[src/hw/rtl/lcc_pkg.sv]
// ---------------------------------------------------------------------------
// lcc_pkg
// Shared widths, reset values and register indexes of the clock catch-up
// driver.
// ---------------------------------------------------------------------------
package lcc_pkg;

  localparam int unsigned DayW    = 16;
  localparam int unsigned SodW    = 17;
  localparam int unsigned HourW   = 5;
  localparam int unsigned MinW    = 6;
  localparam int unsigned SecW    = 6;
  localparam int unsigned WidthW  = 8;
  localparam int unsigned GapW    = 16;
  localparam int unsigned PeriodW = 10;
  localparam int unsigned CfgIdxW = 2;
  localparam int unsigned CfgDatW = 16;

  // Wide enough for seconds of day plus one full day
  localparam int unsigned SumW    = 18;

  localparam int unsigned SecsPerMin  = 60;
  localparam int unsigned MinsPerHour = 60;
  localparam int unsigned HoursPerDay = 24;
  localparam int unsigned SecsPerHour = 3600;
  localparam int unsigned SecsPerDay  = 86400;

  localparam logic [WidthW-1:0]  ResetPulseWidth  = WidthW'(35);
  localparam logic [GapW-1:0]    ResetMinGap      = GapW'(400);
  localparam logic [PeriodW-1:0] ResetCheckPeriod = PeriodW'(100);

  localparam logic [CfgIdxW-1:0] CFG_PULSE_WIDTH  = CfgIdxW'(0);
  localparam logic [CfgIdxW-1:0] CFG_MIN_GAP      = CfgIdxW'(1);
  localparam logic [CfgIdxW-1:0] CFG_CHECK_PERIOD = CfgIdxW'(2);

  localparam logic MODE_TICK = 1'b0;
  localparam logic MODE_SET  = 1'b1;

endpackage

[src/hw/rtl/lcc_if.sv]
// ---------------------------------------------------------------------------
// lcc_if
// Valid/ready channels of the clock catch-up driver: tick/set items in,
// coil and hand results out, register writes.
// ---------------------------------------------------------------------------
interface lcc_in_if;
  import lcc_pkg::*;
  logic               valid;
  logic               ready;
  logic               mode;
  logic [DayW-1:0]    cur_day;
  logic [SodW-1:0]    cur_second_of_day;
  logic [HourW-1:0]   set_hour;
  logic [MinW-1:0]    set_minute;
  logic [SecW-1:0]    set_second;

  modport source (output valid, mode, cur_day, cur_second_of_day, set_hour,
                  set_minute, set_second, input ready);
  modport sink (input valid, mode, cur_day, cur_second_of_day, set_hour,
                set_minute, set_second, output ready);
endinterface

interface lcc_out_if;
  import lcc_pkg::*;
  logic               valid;
  logic               ready;
  logic               coil_a;
  logic               coil_b;
  logic [HourW-1:0]   hand_hour;
  logic [MinW-1:0]    hand_minute;
  logic [SecW-1:0]    hand_second;
  logic               stepped;

  modport source (output valid, coil_a, coil_b, hand_hour, hand_minute,
                  hand_second, stepped, input ready);
  modport sink (input valid, coil_a, coil_b, hand_hour, hand_minute,
                hand_second, stepped, output ready);
endinterface

interface lcc_cfg_if;
  import lcc_pkg::*;
  logic               valid;
  logic               ready;
  logic [CfgIdxW-1:0] index;
  logic [CfgDatW-1:0] data;

  modport source (output valid, index, data, input ready);
  modport sink (input valid, index, data, output ready);
endinterface

[src/hw/rtl/lavet_clock_catchup_driver_unit.sv]
// ---------------------------------------------------------------------------
// lavet_clock_catchup_driver_unit
// Tracks Lavet stepper hand positions, checks them against true time and
// drives one coil pulse per step while the hands lag.
// ---------------------------------------------------------------------------
// Path: the input register loads on the accepting edge, then the state and
//   result register load from it; both hold while the output is stalled.
// Throughput: 1 item per cycle unless dst stalls; one short hand/counter pass.
// Reset: hands, day and counters clear, pulse age saturates, registers take
//   their default values; no clearing pass.
module lavet_clock_catchup_driver_unit (
  input logic       clk,
  input logic       rst,
  lcc_in_if.sink    src,
  lcc_out_if.source dst,
  lcc_cfg_if.sink   cfg
);
  import lcc_pkg::*;

  // Configuration registers
  logic [WidthW-1:0]  pulse_width_ms;
  logic [GapW-1:0]    min_gap_ms;
  logic [PeriodW-1:0] check_period_ms;

  // Input register
  logic               s1_valid;
  logic               s1_mode;
  logic [DayW-1:0]    s1_day;
  logic [SodW-1:0]    s1_sod;
  logic [HourW-1:0]   s1_hour;
  logic [MinW-1:0]    s1_minute;
  logic [SecW-1:0]    s1_second;

  // Block state
  logic [HourW-1:0]   hour_pos, hour_pos_next;
  logic [MinW-1:0]    minute_pos, minute_pos_next;
  logic [SecW-1:0]    second_pos, second_pos_next;
  logic [DayW-1:0]    hands_day, hands_day_next;
  logic [GapW-1:0]    since_pulse, since_pulse_next;
  logic [PeriodW-1:0] check_phase, check_phase_next;
  logic [WidthW-1:0]  pulse_left, pulse_left_next;
  logic               pulse_positive, pulse_positive_next;

  // Result register
  logic               out_valid;
  logic               out_coil_a;
  logic               out_coil_b;
  logic [HourW-1:0]   out_hour;
  logic [MinW-1:0]    out_minute;
  logic [SecW-1:0]    out_second;
  logic               out_stepped;

  logic               advance;
  logic               step;
  logic               check;
  logic               lag;
  logic [DayW:0]      day_diff;
  logic [SumW-1:0]    hands_sod;
  logic [SumW-1:0]    true_sod;
  logic [PeriodW:0]   phase_inc;
  logic [GapW-1:0]    since_inc;
  logic [WidthW-1:0]  left_dec;

  assign advance   = !out_valid || dst.ready;
  assign src.ready = !s1_valid || advance;
  assign cfg.ready = 1'b1;

  // Lag compare split by day difference: beyond one day apart the answer
  // follows from the sign, since neither seconds-of-day term reaches 2 days.
  assign day_diff  = {1'b0, s1_day} - {1'b0, hands_day};
  assign hands_sod = SumW'(hour_pos) * SumW'(SecsPerHour)
                   + SumW'(minute_pos) * SumW'(SecsPerMin)
                   + SumW'(second_pos);
  assign true_sod  = SumW'(s1_sod);

  always_comb begin
    if (day_diff == '0) begin
      lag = true_sod > hands_sod;
    end else if (day_diff == (DayW+1)'(1)) begin
      lag = (true_sod + SumW'(SecsPerDay)) > hands_sod;
    end else if (day_diff == '1) begin
      lag = true_sod > (hands_sod + SumW'(SecsPerDay));
    end else begin
      lag = !day_diff[DayW];
    end
  end

  assign phase_inc = {1'b0, check_phase} + (PeriodW+1)'(1);
  assign since_inc = (since_pulse == '1) ? since_pulse : since_pulse + GapW'(1);
  assign left_dec  = (pulse_left == '0) ? pulse_left : pulse_left - WidthW'(1);
  assign check     = phase_inc >= {1'b0, check_period_ms};
  assign step      = (s1_mode == MODE_TICK) && check && lag && (since_inc > min_gap_ms);

  always_comb begin
    hour_pos_next       = hour_pos;
    minute_pos_next     = minute_pos;
    second_pos_next     = second_pos;
    hands_day_next      = hands_day;
    since_pulse_next    = since_pulse;
    check_phase_next    = check_phase;
    pulse_left_next     = pulse_left;
    pulse_positive_next = pulse_positive;
    if (s1_mode == MODE_SET) begin
      hour_pos_next   = s1_hour;
      minute_pos_next = s1_minute;
      second_pos_next = s1_second;
      hands_day_next  = s1_day;
    end else begin
      since_pulse_next = since_inc;
      pulse_left_next  = left_dec;
      check_phase_next = check ? '0 : phase_inc[PeriodW-1:0];
      if (step) begin
        pulse_positive_next = !second_pos[0];
        pulse_left_next     = pulse_width_ms;
        since_pulse_next    = '0;
        // Advance one second with carries; hands at or past the top wrap
        if (32'(second_pos) + 32'd1 < SecsPerMin) begin
          second_pos_next = second_pos + SecW'(1);
        end else begin
          second_pos_next = '0;
          if (32'(minute_pos) + 32'd1 < MinsPerHour) begin
            minute_pos_next = minute_pos + MinW'(1);
          end else begin
            minute_pos_next = '0;
            if (32'(hour_pos) + 32'd1 < HoursPerDay) begin
              hour_pos_next = hour_pos + HourW'(1);
            end else begin
              hour_pos_next  = '0;
              hands_day_next = s1_day;
            end
          end
        end
      end
    end
  end

  always_ff @(posedge clk) begin
    if (rst) begin
      pulse_width_ms  <= ResetPulseWidth;
      min_gap_ms      <= ResetMinGap;
      check_period_ms <= ResetCheckPeriod;
    end else if (cfg.valid) begin
      case (cfg.index)
        CFG_PULSE_WIDTH:  pulse_width_ms  <= cfg.data[WidthW-1:0];
        CFG_MIN_GAP:      min_gap_ms      <= cfg.data[GapW-1:0];
        CFG_CHECK_PERIOD: check_period_ms <= cfg.data[PeriodW-1:0];
        default: begin
          // drop writes to unused indexes
        end
      endcase
    end
  end

  always_ff @(posedge clk) begin
    if (rst) begin
      s1_valid <= 1'b0;
    end else if (src.ready) begin
      s1_valid <= src.valid;
    end
  end

  always_ff @(posedge clk) begin
    if (src.ready && src.valid) begin
      s1_mode   <= src.mode;
      s1_day    <= src.cur_day;
      s1_sod    <= src.cur_second_of_day;
      s1_hour   <= src.set_hour;
      s1_minute <= src.set_minute;
      s1_second <= src.set_second;
    end
  end

  always_ff @(posedge clk) begin
    if (rst) begin
      hour_pos       <= '0;
      minute_pos     <= '0;
      second_pos     <= '0;
      hands_day      <= '0;
      since_pulse    <= '1;
      check_phase    <= '0;
      pulse_left     <= '0;
      pulse_positive <= 1'b0;
      out_valid      <= 1'b0;
    end else if (advance) begin
      out_valid <= s1_valid;
      if (s1_valid) begin
        hour_pos       <= hour_pos_next;
        minute_pos     <= minute_pos_next;
        second_pos     <= second_pos_next;
        hands_day      <= hands_day_next;
        since_pulse    <= since_pulse_next;
        check_phase    <= check_phase_next;
        pulse_left     <= pulse_left_next;
        pulse_positive <= pulse_positive_next;
      end
    end
  end

  always_ff @(posedge clk) begin
    if (advance && s1_valid) begin
      out_coil_a  <= (pulse_left_next != '0) && pulse_positive_next;
      out_coil_b  <= (pulse_left_next != '0) && !pulse_positive_next;
      out_hour    <= hour_pos_next;
      out_minute  <= minute_pos_next;
      out_second  <= second_pos_next;
      out_stepped <= step;
    end
  end

  assign dst.valid       = out_valid;
  assign dst.coil_a      = out_coil_a;
  assign dst.coil_b      = out_coil_b;
  assign dst.hand_hour   = out_hour;
  assign dst.hand_minute = out_minute;
  assign dst.hand_second = out_second;
  assign dst.stepped     = out_stepped;

  a_coils_exclusive: assert property (@(posedge clk) disable iff (rst)
    dst.valid |-> !(dst.coil_a && dst.coil_b))
    else $error("both coils driven");

  a_step_clears_age: assert property (@(posedge clk) disable iff (rst)
    (advance && s1_valid && step) |=> (since_pulse == '0 && dst.valid && dst.stepped))
    else $error("step did not restart pulse age");

  a_coil_needs_pulse: assert property (@(posedge clk) disable iff (rst)
    (dst.valid && (dst.coil_a || dst.coil_b)) |-> (pulse_left != '0))
    else $error("coil driven with no pulse left");

  a_set_no_step: assert property (@(posedge clk) disable iff (rst)
    (advance && s1_valid && s1_mode == MODE_SET) |=> !dst.stepped)
    else $error("set item reported a step");

endmodule
[src/flat_wrapper.sv]
// flat-port wrapper written by rule: the top's interface ports become plain ports
module lavet_clock_catchup_driver_unit_flat import lcc_pkg::*;
  (clk, rst, src_valid, src_mode, src_cur_day, src_cur_second_of_day, src_set_hour, src_set_minute, src_set_second, src_ready, dst_valid, dst_coil_a, dst_coil_b, dst_hand_hour, dst_hand_minute, dst_hand_second, dst_stepped, dst_ready, cfg_valid, cfg_index, cfg_data, cfg_ready);
  lcc_in_if src_i ();
  lcc_out_if dst_i ();
  lcc_cfg_if cfg_i ();
  input logic clk;
  input logic rst;
  input wire logic [$bits(src_i.valid)-1:0] src_valid;
  input wire logic [$bits(src_i.mode)-1:0] src_mode;
  input wire logic [$bits(src_i.cur_day)-1:0] src_cur_day;
  input wire logic [$bits(src_i.cur_second_of_day)-1:0] src_cur_second_of_day;
  input wire logic [$bits(src_i.set_hour)-1:0] src_set_hour;
  input wire logic [$bits(src_i.set_minute)-1:0] src_set_minute;
  input wire logic [$bits(src_i.set_second)-1:0] src_set_second;
  output wire logic [$bits(src_i.ready)-1:0] src_ready;
  output wire logic [$bits(dst_i.valid)-1:0] dst_valid;
  output wire logic [$bits(dst_i.coil_a)-1:0] dst_coil_a;
  output wire logic [$bits(dst_i.coil_b)-1:0] dst_coil_b;
  output wire logic [$bits(dst_i.hand_hour)-1:0] dst_hand_hour;
  output wire logic [$bits(dst_i.hand_minute)-1:0] dst_hand_minute;
  output wire logic [$bits(dst_i.hand_second)-1:0] dst_hand_second;
  output wire logic [$bits(dst_i.stepped)-1:0] dst_stepped;
  input wire logic [$bits(dst_i.ready)-1:0] dst_ready;
  input wire logic [$bits(cfg_i.valid)-1:0] cfg_valid;
  input wire logic [$bits(cfg_i.index)-1:0] cfg_index;
  input wire logic [$bits(cfg_i.data)-1:0] cfg_data;
  output wire logic [$bits(cfg_i.ready)-1:0] cfg_ready;
  assign src_i.valid = src_valid;
  assign src_i.mode = src_mode;
  assign src_i.cur_day = src_cur_day;
  assign src_i.cur_second_of_day = src_cur_second_of_day;
  assign src_i.set_hour = src_set_hour;
  assign src_i.set_minute = src_set_minute;
  assign src_i.set_second = src_set_second;
  assign src_ready = src_i.ready;
  assign dst_valid = dst_i.valid;
  assign dst_coil_a = dst_i.coil_a;
  assign dst_coil_b = dst_i.coil_b;
  assign dst_hand_hour = dst_i.hand_hour;
  assign dst_hand_minute = dst_i.hand_minute;
  assign dst_hand_second = dst_i.hand_second;
  assign dst_stepped = dst_i.stepped;
  assign dst_i.ready = dst_ready;
  assign cfg_i.valid = cfg_valid;
  assign cfg_i.index = cfg_index;
  assign cfg_i.data = cfg_data;
  assign cfg_ready = cfg_i.ready;
  lavet_clock_catchup_driver_unit u_core (.clk(clk), .rst(rst), .src(src_i), .dst(dst_i), .cfg(cfg_i));
endmodule
[config.mk]
export PLATFORM = sky130hd
export DESIGN_NAME = lavet_clock_catchup_driver_unit_flat
export DESIGN_NICKNAME = d
export VERILOG_FILES = /design/src/hw/rtl/lcc_pkg.sv /design/src/hw/rtl/lcc_if.sv /design/src/hw/rtl/lavet_clock_catchup_driver_unit.sv /design/src/flat_wrapper.sv
export SDC_FILE = /design/constraint.sdc
export NUM_CORES = 1
export LEC_CHECK = 0
export ABC_AREA = 1
export BUFFER_PORTS_ARGS = -buffer_cell sky130_fd_sc_hd__buf_2
export CORE_ASPECT_RATIO = 1.25
export CORE_MARGIN = 8
export CORE_UTILIZATION = 58
export DETAILED_ROUTE_END_ITERATION = 16
export PLACE_DENSITY = 0.77
export SLEW_MARGIN = 25
export SYNTH_ARGS = -nofsm -noshare
export SYNTH_HDL_FRONTEND = slang
export SYNTH_SLANG_ARGS = --single-unit
[constraint.sdc]
create_clock -name clk -period 10.3 [get_ports clk]
set_input_delay 0.515 -clock clk [delete_from_list [all_inputs] [get_ports clk]]
set_output_delay 0.515 -clock clk [all_outputs]
set_load 0.05 [all_outputs]
After elaboration in Yosys (flattened, before gate mapping) --
Index checks and enable logic that the tools add are counted.
Word-level totals: register bits 175, latch bits 0, memory bits (writable) 0, memory bits (read-only) 0, bits of input ports 74, output and inout port bits 23, word-level logic and storage cells 111, memories 0
Cells by class: add/subtract/negate cells 14, multiply operators 2, divide/modulo/power cells 0, $lt $le $gt $ge 8, equal/unequal tests 8, shift operators 0, multiplexer cells 28, bitwise logic cells 1, reduce and logical (&&, ||, !) cells 25
Operators with widths (count):
- 2-to-1 mux 16 bit | 7
- < comparator 32 x 6 -> 1 bit, second input constant | 2
- 2-to-1 mux 6 bit | 7
- greater-than comparator 17 x 18 -> 1 bit | 2
- < comparator 32 x 5 -> 1 bit, second input constant | 1
- 2-to-1 mux 5 bit | 5
- 2-to-1 mux 8 bit | 3
- adder 17 x 12 -> 18 bit | 1
- adder 17 x 17 -> 18 bit, second input constant | 1
- adder 18 x 17 -> 18 bit, second input constant | 1
- adder 18 x 6 -> 18 bit | 1
- greater-than comparator 18 bit | 1
- == test 17 x 1 -> 1 bit, second input constant | 1
- == test 17 bit, second input constant | 1
- zero test 17 bit | 1
- subtractor 16 x 16 -> 17 bit | 1
- adder 16 x 1 -> 16 bit, second input constant | 1
- == test 16 bit, second input constant | 1
- greater-than comparator 16 bit | 1
- adder 6 x 1 -> 7 bit, second input constant | 2
- multiplier 5 x 8 -> 13 bit, second input constant | 1
- adder 6 x 1 -> 6 bit, second input constant | 2
- adder 10 x 1 -> 11 bit, second input constant | 1
- greater-or-equal comparator 11 x 10 -> 1 bit | 1
- 20 further kinds | 40

Logic depth before layout (Yosys ltp) --
Gate-level depths: netlist of the first run.
depth in word-level cells 14, gate-level depth with buffers 48, mapped depth without buffers 48

Least setup slack after synthesis of the first run --
Ideal clock, no wire load.
kind register to register, start point reg u_core.minute_pos[3], end point reg u_core.out_coil_a, in the netlist u_core.dst.coil_a (data pin), library setup time 0.260 ns, arrival 6.531 ns, data required time 10.040 ns, path slack 3.509 ns, stages on the path, launching flop included 48, path buffers 1, period minus slack after synthesis 6.791 ns, path through dfxtp_1 -> inv_1 -> fa_1 -> fa_1 -> inv_1 -> ha_1 -> a21oi_1 -> nand2_1 -> a21oi_1 -> o21ai_0 -> a21o_1 -> a21oi_1 -> xnor2_1 -> ha_1 -> ha_1 -> nand2_1 -> inv_1 -> a21oi_1 -> [12 not listed] -> nor2_1 -> nor3_1 -> nand3b_1 -> nor2_1 -> nand3_1 -> nor2_1 -> nand4_1 -> nor2_1 -> nand4_1 -> nand2_2 -> nand2_4 -> buf_4 -> nand3_1 -> nand3_1 -> nor2_1 -> nand2_1 -> nor2_1 -> nor2_1
On the way: longest elaborated chain between the ends 14, elaborated cells between the ends (all ways) 18, those cells by class add/sub (3); mul (1); order compare (3); mux (7); reduce/logical (4)
Ends and longest elaborated chain:
- from (decl) | RTL line lavet_clock_catchup_driver_unit.sv:36 | logic [MinW-1:0] minute_pos, minute_pos_next;
- from (signal assigned) | RTL line lavet_clock_catchup_driver_unit.sv:188 | minute_pos <= minute_pos_next;
- multiplier 6 x 4 -> 10 bit (*) | RTL line lavet_clock_catchup_driver_unit.sv:72 | + SumW'(minute_pos) * SumW'(SecsPerMin)
- adder 17 x 12 -> 18 bit (*) | RTL line lavet_clock_catchup_driver_unit.sv:72
- adder 18 x 6 -> 18 bit (*) | RTL line lavet_clock_catchup_driver_unit.sv:73 | + SumW'(second_pos);
- adder 18 x 17 -> 18 bit | RTL line lavet_clock_catchup_driver_unit.sv:82 | lag = true_sod > (hands_sod + SumW'(SecsPerDay));
- greater-than comparator 17 x 18 -> 1 bit | RTL line lavet_clock_catchup_driver_unit.sv:82
- 2-to-1 mux 1 bit | RTL line lavet_clock_catchup_driver_unit.sv:81 | end else if (day_diff == '1) begin
- 2-to-1 mux 1 bit | RTL line lavet_clock_catchup_driver_unit.sv:79 | end else if (day_diff == (DayW+1)'(1)) begin
- 2-to-1 mux 1 bit (*) | RTL line lavet_clock_catchup_driver_unit.sv:77 | if (day_diff == '0) begin
- logical AND 1 bit (*) (2 in a row) | RTL line lavet_clock_catchup_driver_unit.sv:92 | assign step = (s1_mode == MODE_TICK) && check && lag && (since_inc > min_gap_ms);
- 2-to-1 mux 8 bit | RTL line lavet_clock_catchup_driver_unit.sv:112 | if (step) begin
- 2-to-1 mux 8 bit | RTL line lavet_clock_catchup_driver_unit.sv:103 | if (s1_mode == MODE_SET) begin
- nonzero test 8 bit | RTL line lavet_clock_catchup_driver_unit.sv:201 | out_coil_a <= (pulse_left_next != '0) && pulse_positive_next;
- logical AND 1 bit (*) | RTL line lavet_clock_catchup_driver_unit.sv:201
- to (signal assigned) | RTL line lavet_clock_catchup_driver_unit.sv:201
- to (decl) | RTL line lavet_clock_catchup_driver_unit.sv:46 | logic out_coil_a;
Mark *: on every way between the ends. The rest lies on a longest branch, timed or not. A chain may end at the register's enable or synchronous reset.

Worst setup path in the final report of the first run --
start point reg u_core.minute_pos[3], end point reg u_core.hands_day[4]
On the way: longest elaborated chain between the ends 12, elaborated cells between the ends (all ways) 17, those cells by class add/sub (4); mul (1); order compare (4); eq/ne (1); mux (3); reduce/logical (4)
Ends and longest elaborated chain:
- multiplier 6 x 4 -> 10 bit | RTL line lavet_clock_catchup_driver_unit.sv:72
- adder 17 x 12 -> 18 bit | RTL line lavet_clock_catchup_driver_unit.sv:72
- adder 18 x 6 -> 18 bit | RTL line lavet_clock_catchup_driver_unit.sv:73
- adder 18 x 17 -> 18 bit | RTL line lavet_clock_catchup_driver_unit.sv:82
- greater-than comparator 17 x 18 -> 1 bit | RTL line lavet_clock_catchup_driver_unit.sv:82
- 2-to-1 mux 1 bit | RTL line lavet_clock_catchup_driver_unit.sv:81
- 2-to-1 mux 1 bit | RTL line lavet_clock_catchup_driver_unit.sv:79
- 2-to-1 mux 1 bit | RTL line lavet_clock_catchup_driver_unit.sv:77
- logical AND 1 bit (2 in a row) | RTL line lavet_clock_catchup_driver_unit.sv:92
- nonzero test 2 bit (no line)
- AND reduction 6 bit (no line) (*)
- to (signal assigned) | RTL line lavet_clock_catchup_driver_unit.sv:190 | hands_day <= hands_day_next;
- to (decl) | RTL line lavet_clock_catchup_driver_unit.sv:38 | logic [DayW-1:0] hands_day, hands_day_next;
Marks and branches as above.

==> out/results.tsv, run 1 <==
metric	value	unit
fmax	126.2	MHz
die_area	0.02633	mm^2
drive_above_1_share	8.648	%
end_kind	register	
first_iter_violations	588	
ant_nets	0	
cpPeakStageDelay	550	ps
fin_worst_skew	10.46	ps
layout_common_cells	nand2_1, inv_1, ha_1	
drt_wl_total	29190	um
antennaDiodeCount	0	
antenna_found_initial	0	
cap_violations	0	
dp_cells	1970	
relSlewSlack	33.39	%
synthToLayoutAreaGrowth	10.06	%
intPower	1.382	mW
fp.dieW	146.7	um
fin_nets	1938	
gp_congestion	0.9243	
hold_path.class	input pin to register	
peakVddDrop	0.1295	mV
worst_ep_required_time	10610	ps
powerDensity	160.7	mW/mm^2
min_to	u_core.s1_day[11]$_DFFE_PP_	
clk_pin_slew_worst_paths	70	ps
via_per_inst	5.348	
power_switching	0.8103	mW
min_path_cells	1	
row_count	60	
dieHeight	179.4	um
worstHoldStart	src_cur_day[11]	
grt_pass1_wl	48490	um
ys_ff_latch	175	
stdcell_count	2002	
layout_commonest_cell	nand2_1	
clk_latency	430	ps
num_vias	10706	
rrSetupSlack	2380	ps
drc	0	
cts_inserted_buffers	17	
status	complete, no violations	
core_area	0.02125	mm^2
startpoint_type	register	
cts_resized	0	
crit_top_cell	nand2_1	
path_max_fanout	32	
grt_pass1_vias	10594	
gr-total-overflow	0	
start_util	58.32	%
num-fill-cells	1847	
wl_per_cell	14.58	um
place_hpwl	22410	um
postSynthAreaPerCell	7.602	um^2
power_frac_clock	28.8	%
period_share	76.94	%
tns	0	ps
cts_sinks	175	
worstPathArrival	8240	ps
setup_viol	0	
io_pins	97	
period_needed	7924	ps
ys_seq_area_share	34.01	%
path_class	register to register	
tritoncts	yes	
cts_setup_buffers	0	
worst_pin_slew	999.2	ps
critPathSlowestCell	fa_1	
synth_area	0.01239	mm^2
grt_max_degree	67	
crit_buf_inv	5	
r2r_start	u_core.minute_pos[3]$_SDFFE_PP0P_	
grt_usage	22.13	%
synth_cell_types	49	
clock_path_buffers	2	
ctsHoldBuffers	0	
cellLeakagePower	6.922	nW
cts.htree.levels	4	
synth_edf_count	71	
drt_first_pass_iters	5	
synth_warnings	0	
pwr-share-comb	35.0	%
seq_power_share	36.1	%
reg2reg_to	u_core.hands_day[4]$_SDFFE_PP0P_	
hold_violations	0	
r2r_cells	46	
synth_ff_type	dfxtp_1	
slew_viol_final	0	
cp_top_family	simple AND/OR/NAND/NOR gates	
rsz0062_at_grt	no	
synth_nets	1858	
portBuffers	95	
cts_root_buf	clkbuf_16	
sw_frac_of_total	36.97	%
synthArstFlopShare	0	%
syn_inst	1630	
==> registers in the layout (all words and copies together), names as in the netlist, 6 cells and up <==
signal,count
u_core.check_period_ms,10
u_core.s1_day,16
u_core.second_pos,6
u_core.pulse_width_ms,8
u_core.minute_pos,6
u_core.dst.hand_minute,6
u_core.check_phase,10
u_core.s1_minute,6
u_core.dst.hand_second,6
u_core.s1_second,6
u_core.since_pulse,16
u_core.hands_day,16
u_core.min_gap_ms,16
u_core.pulse_left,8
u_core.s1_sod,17
==> synthesized netlist by cell type, types with 2 or more instances <==
master,number,area share (%)
buf_1,2,0.061
a32oi_1,2,0.14
xor2_1,50,3.5
buf_2,5,0.20
dfxtp_1,104,17
nor3_4,2,0.26
nand2_4,2,0.18
a31oi_1,4,0.20
o21bai_1,8,0.48
o21ai_0,65,2.6
a21o_1,3,0.18
nand3_2,2,0.16
a21oi_2,2,0.14
nor3_1,25,1.0
nand3_1,128,5.2
clkinv_1,2,0.061
inv_1,287,8.7
nor2_1,106,3.2
xnor2_1,21,1.5
nand3b_1,7,0.42
o211ai_1,27,1.6
buf_6,3,0.27
a21oi_1,125,5.0
ha_1,138,14
edfxtp_1,71,17
nor4_1,3,0.15
fa_1,16,2.6
nand2_2,4,0.20
nand2_1,336,10
o21ai_1,7,0.28
clkbuf_1,26,0.79
buf_4,3,0.18
a21boi_1,2,0.12
nand4_1,27,1.4
==> stage by stage <==
| stage | cell area (um^2) | setup WS [ps] | hold slack [ps] | power [mW] | utilization, % |
|---|---|---|---|---|---|
| global placement | 13070 | 2633 | 452.6 | 1.550 | 61.54 |
| CTS | 13640 | 2412 | 243.4 | 2.205 | 64.19 |
| finish | 13640 | 2376 | 257.3 | 2.192 | 64.19 |
| global route | 13640 | 1613 | 239.8 | 2.344 | 64.19 |
| floorplan | 12390 | 3509 | 429.2 | 1.383 | - |
| detailed placement | 13080 | 2449 | 452.3 | 1.569 | 61.55 |
==> power by group through the flow <==
stage	combinational, mW	clock (mW)	sequential (mW)
2_1_floorplan	0.569	0	0.814
3_3_place_gp	0.743	0	0.807
3_5_place_dp	0.762	0	0.808
4_1_cts	0.770	0.643	0.792
5_1_grt	0.881	0.667	0.796
6_report	0.768	0.632	0.792
==> layout make-up <==
type,count,area (um^2),share of cell area (%)
Tap cell,279,349.1,2.560
Inverter,290,1091,8.001
Sequential cell,175,4214,30.90
Timing Repair Buffer,100,513.0,3.762
Multi-Input combinational cell,1126,6909,50.67
Clock buffer,18,429.2,3.147
Clock inverter,14,131.4,0.9634
==> worst max path at each step <==
| stage | from | endpoint | slack [ps] | cells after the start |
|---|---|---|---|---|
| after floorplan | u_core.minute_pos[3]$_SDFFE_PP0P_ | u_core.dst.coil_a$_DFFE_PP_ | 3510 | 47 |
| after global placement | u_core.minute_pos[3]$_SDFFE_PP0P_ | u_core.dst.coil_a$_DFFE_PP_ | 2630 | 44 |
| after detailed placement | u_core.minute_pos[3]$_SDFFE_PP0P_ | u_core.dst.coil_b$_DFFE_PP_ | 2450 | 43 |
| after CTS | u_core.minute_pos[3]$_SDFFE_PP0P_ | u_core.hands_day[4]$_SDFFE_PP0P_ | 2410 | 46 |
| after global routing | u_core.minute_pos[2]$_SDFFE_PP0P_ | u_core.hands_day[13]$_SDFFE_PP0P_ | 1610 | 45 |
| final | u_core.minute_pos[3]$_SDFFE_PP0P_ | u_core.hands_day[4]$_SDFFE_PP0P_ | 2380 | 46 |
==> cells by family after synthesis <==
| kind of cell | Yosys count | synth area share [%] |
|---|---|---|
| simple gates | 648 | 22.68 |
| buf+inv | 329 | 10.29 |
| compound gates | 250 | 11.24 |
| flops | 175 | 34.01 |
| fa+ha+maj | 154 | 16.52 |
| xor+xnor | 72 | 5.150 |
| other cells | 1 | 0.03026 |
| mux | 1 | 0.08079 |
==> layer usage <==
metal | up-vias | wire length (um) | GRT usage, %
li1 | 5483 | - | -
met1 | 4912 | 11980 | 24.13
met2 | 242 | 15230 | 41.03
met3 | 69 | 1057 | 3.568
met4 | 0 | 927 | 9.831
met5 | - | 0 | 0
Note: power is estimated with default switching activity, not from simulation.
==> run 2: changes to the inputs <==
--- a/config.mk
+++ b/config.mk
@@ -9,9 +9,9 @@
 export BUFFER_PORTS_ARGS = -buffer_cell sky130_fd_sc_hd__buf_2
 export CORE_ASPECT_RATIO = 1.25
 export CORE_MARGIN = 8
-export CORE_UTILIZATION = 58
+export CORE_UTILIZATION = 56
 export DETAILED_ROUTE_END_ITERATION = 16
-export PLACE_DENSITY = 0.77
+export PLACE_DENSITY = 0.78
 export SLEW_MARGIN = 25
 export SYNTH_ARGS = -nofsm -noshare
 export SYNTH_HDL_FRONTEND = slang
==> constraint.sdc (replaced) <==
create_clock -name clk -period 6.6 [get_ports clk]
set_input_delay 0.33 -clock clk [delete_from_list [all_inputs] [get_ports clk]]
set_output_delay 0.33 -clock clk [all_outputs]
set_load 0.05 [all_outputs]
==> run 2 against run 1 <==
The run now ends with setup timing left. Cell area increased by 11%. Combinational power increased by 110%. Fmax up 16%. Die area increased by 3.2%. Worst hold slack got worse by 210 ps. Flip-flop and latch count is the same. First-iteration DRC count increased by 1.0%. Global-route usage up 1.8 points. Wire length increased by 13%. Sequential power increased by 55%. Clock skew grew 2.8 ps. Critical path depth is 2 higher. Highest routed layer unchanged.
==> out/results.tsv, run 2 (synthesis results as in run 1) <==
metric	value	unit	change
cts.htree.levels	4		unchanged
dieHeight	182.3	um	+1.6%
startpoint_type	register		
layout_commonest_cell	nand2_1		
fin_worst_skew	13.30	ps	+2.840 ps
worstPathArrival	7220	ps	-1020 ps
clk_pin_slew_worst_paths	80	ps	about the same
power_switching	1.425	mW	+76%
synthToLayoutAreaGrowth	21.78	%	
setup_viol	51		+51
gr-total-overflow	0		unchanged
grt_pass1_wl	53190	um	+9.7%
whs	51.70	ps	-205.6 ps
tns	-7954	ps	-7954 ps
powerDensity	255.4	mW/mm^2	+59%
register_area	0.004218	mm^2	about the same
clock_path_buffers	2		unchanged
violations	setup timing		
relSlewSlack	40.63	%	+7.2 points
tritoncts	yes		
drt_first_pass_iters	5		unchanged
rsz0062_at_grt	yes		
wl_per_cell	15.59	um	+6.9%
intPower	2.430	mW	+76%
end_kind	register		
antenna_found_initial	0		unchanged
core_area	0.02198	mm^2	+3.5%
fin_ws	-227.4	ps	-2603 ps
status	finished with violations		
cellLeakagePower	7.549	nW	+9.1%
num-fill-cells	1707		-7.6%
critPathSlowestCell	fa_1		
path_class	register to register		
sw_frac_of_total	36.97	%	about the same
drive_above_1_share	20.27	%	+12 points
portBuffers	95		unchanged
ant_nets	0		unchanged
worst_pin_slew	886.4	ps	-112.7 ps
grt_max_degree	67		unchanged
fp.dieW	149.0	um	+1.6%
worst_ep_required_time	6990	ps	-3620 ps
layout_common_cells	nand2_1, inv_1, ha_1		
fmax	146.5	MHz	+16%
cts_root_buf	clkbuf_16		
cts_sinks	175		unchanged
row_count	61		+1.7%
clk_latency	450	ps	+20 ps
peakVddDrop	0.2191	mV	+69%
die_area	0.02717	mm^2	+3.2%
period_share	103.4	%	+27 points
num_vias	11588		+8.2%
hold_path.class	input pin to register		
power_frac_clock	26.9	%	-1.9 points
cts_inserted_buffers	17		unchanged
start_util	56.37	%	-2.0 points
drc	0		unchanged
preCtsSetupSlack	-423.6	ps	-2872 ps
seq_power_share	32.0	%	-4.1 points
grt_pass1_vias	11716		+11%
largest_reg_flops	17		unchanged
place_hpwl	23600	um	+5.3%
antennaDiodeCount	0		unchanged
pwr-share-comb	41.1	%	+6.1 points
slew_viol_final	0		unchanged
io_pins	97		unchanged
cap_violations	0		unchanged
grt_usage	23.98	%	+1.8 points
multi_input_comb_area	0.007545	mm^2	+9.2%
period_needed	6827	ps	-1097 ps
first_iter_violations	594		+1.0%
top_register	u_core.s1_sod		
fin_nets	2040		+5.3%
stdcell_count	2108		+5.3%
path_max_fanout	5		-84%
drt_wl_total	32860	um	+13%
ctsHoldBuffers	0		unchanged
gp_congestion	0.9401		+1.7%
via_per_inst	5.497		+2.8%
cpPeakStageDelay	570	ps	+20 ps
min_path_cells	1		unchanged
r2r_cells	48		+4.3%
hold_violations	0		unchanged
dp_cells	2048		+4.0%
==> run 2: changes by cell type in the layout (fill, tap and decap cells not counted), moves of 12 or more <==
cell / change
buf_4: +90
ha_1: -13
ha_4: +12
nand2_1: -30
nand2_2: +27
nand3_1: -28
nand3_2: +26
o21ai_0: -17
==> run 2: what timing repair did <==
item / 4_1_cts / 5_1_grt
setup endpoints to repair: 77 / 77
gates cloned: 4 / 0
resized for setup: 95 / 56
pin swaps: 78 / 68
setup buffers: 21 / 3
==> run 2: critical path, delay by kind of cell, from the launching register on <==
family                   cells  cell delay (ps)
buffers and inverters        9              820
AO/OA/AOI/OAI                4              590
AND/OR/NAND/NOR             28             2640
flip-flops                   1              330
adder cells (fa/ha/maj)      6             2220
XOR/XNOR                     1              130
==> run 2: final timing paths <==
kind                                                         from                           endpoint  slack [ps]
worst max-delay path            u_core.minute_pos[1]$_SDFFE_PP0P_  u_core.minute_pos[2]$_SDFFE_PP0P_        -230
worst min-delay path                     src_cur_second_of_day[4]         u_core.s1_sod[4]$_DFFE_PP_          50
worst max register to register  u_core.minute_pos[1]$_SDFFE_PP0P_  u_core.minute_pos[2]$_SDFFE_PP0P_        -230
worst min register to register  u_core.min_gap_ms[2]$_SDFFE_PP0P_  u_core.min_gap_ms[2]$_SDFFE_PP0P_         470
==> run 2: per-layer routing <==
layer / track usage (%) / share of wire (%)
met4: 11.78 / 4.1
met2: 44.81 / 53
met3: 3.518 / 4.4
met1: 25.57 / 39
met5: 0 / 0
==> run 2: power groups by stage <==
stage | registers (mW) | logic (mW) | clock network (mW)
finish | 1.23 | 1.58 | 1.04
detailed placement | 1.26 | 1.34 | 0
global route | 1.24 | 1.76 | 1.09
floorplan | 1.27 | 0.889 | 0
global placement | 1.26 | 1.30 | 0
CTS | 1.23 | 1.51 | 1.04
==> run 2: layout make-up <==
type,instances,area share (%)
multi-input cells,1130,50.00
flip-flops and latches,175,27.95
well taps,283,2.347
clock buffers,17,2.819
repair buffers,198,8.474
clock inverters,15,1.161
inverters,290,7.247
==> run 2: metrics by stage <==
stage	util [%]	cell area, um^2	power (mW)
after floorplan	-	12400	2.159
after global placement	62.06	13640	2.553
after detailed placement	62.07	13640	2.598
after CTS	67.68	14880	3.785
after global routing	68.65	15090	4.083
final	68.65	15090	3.854
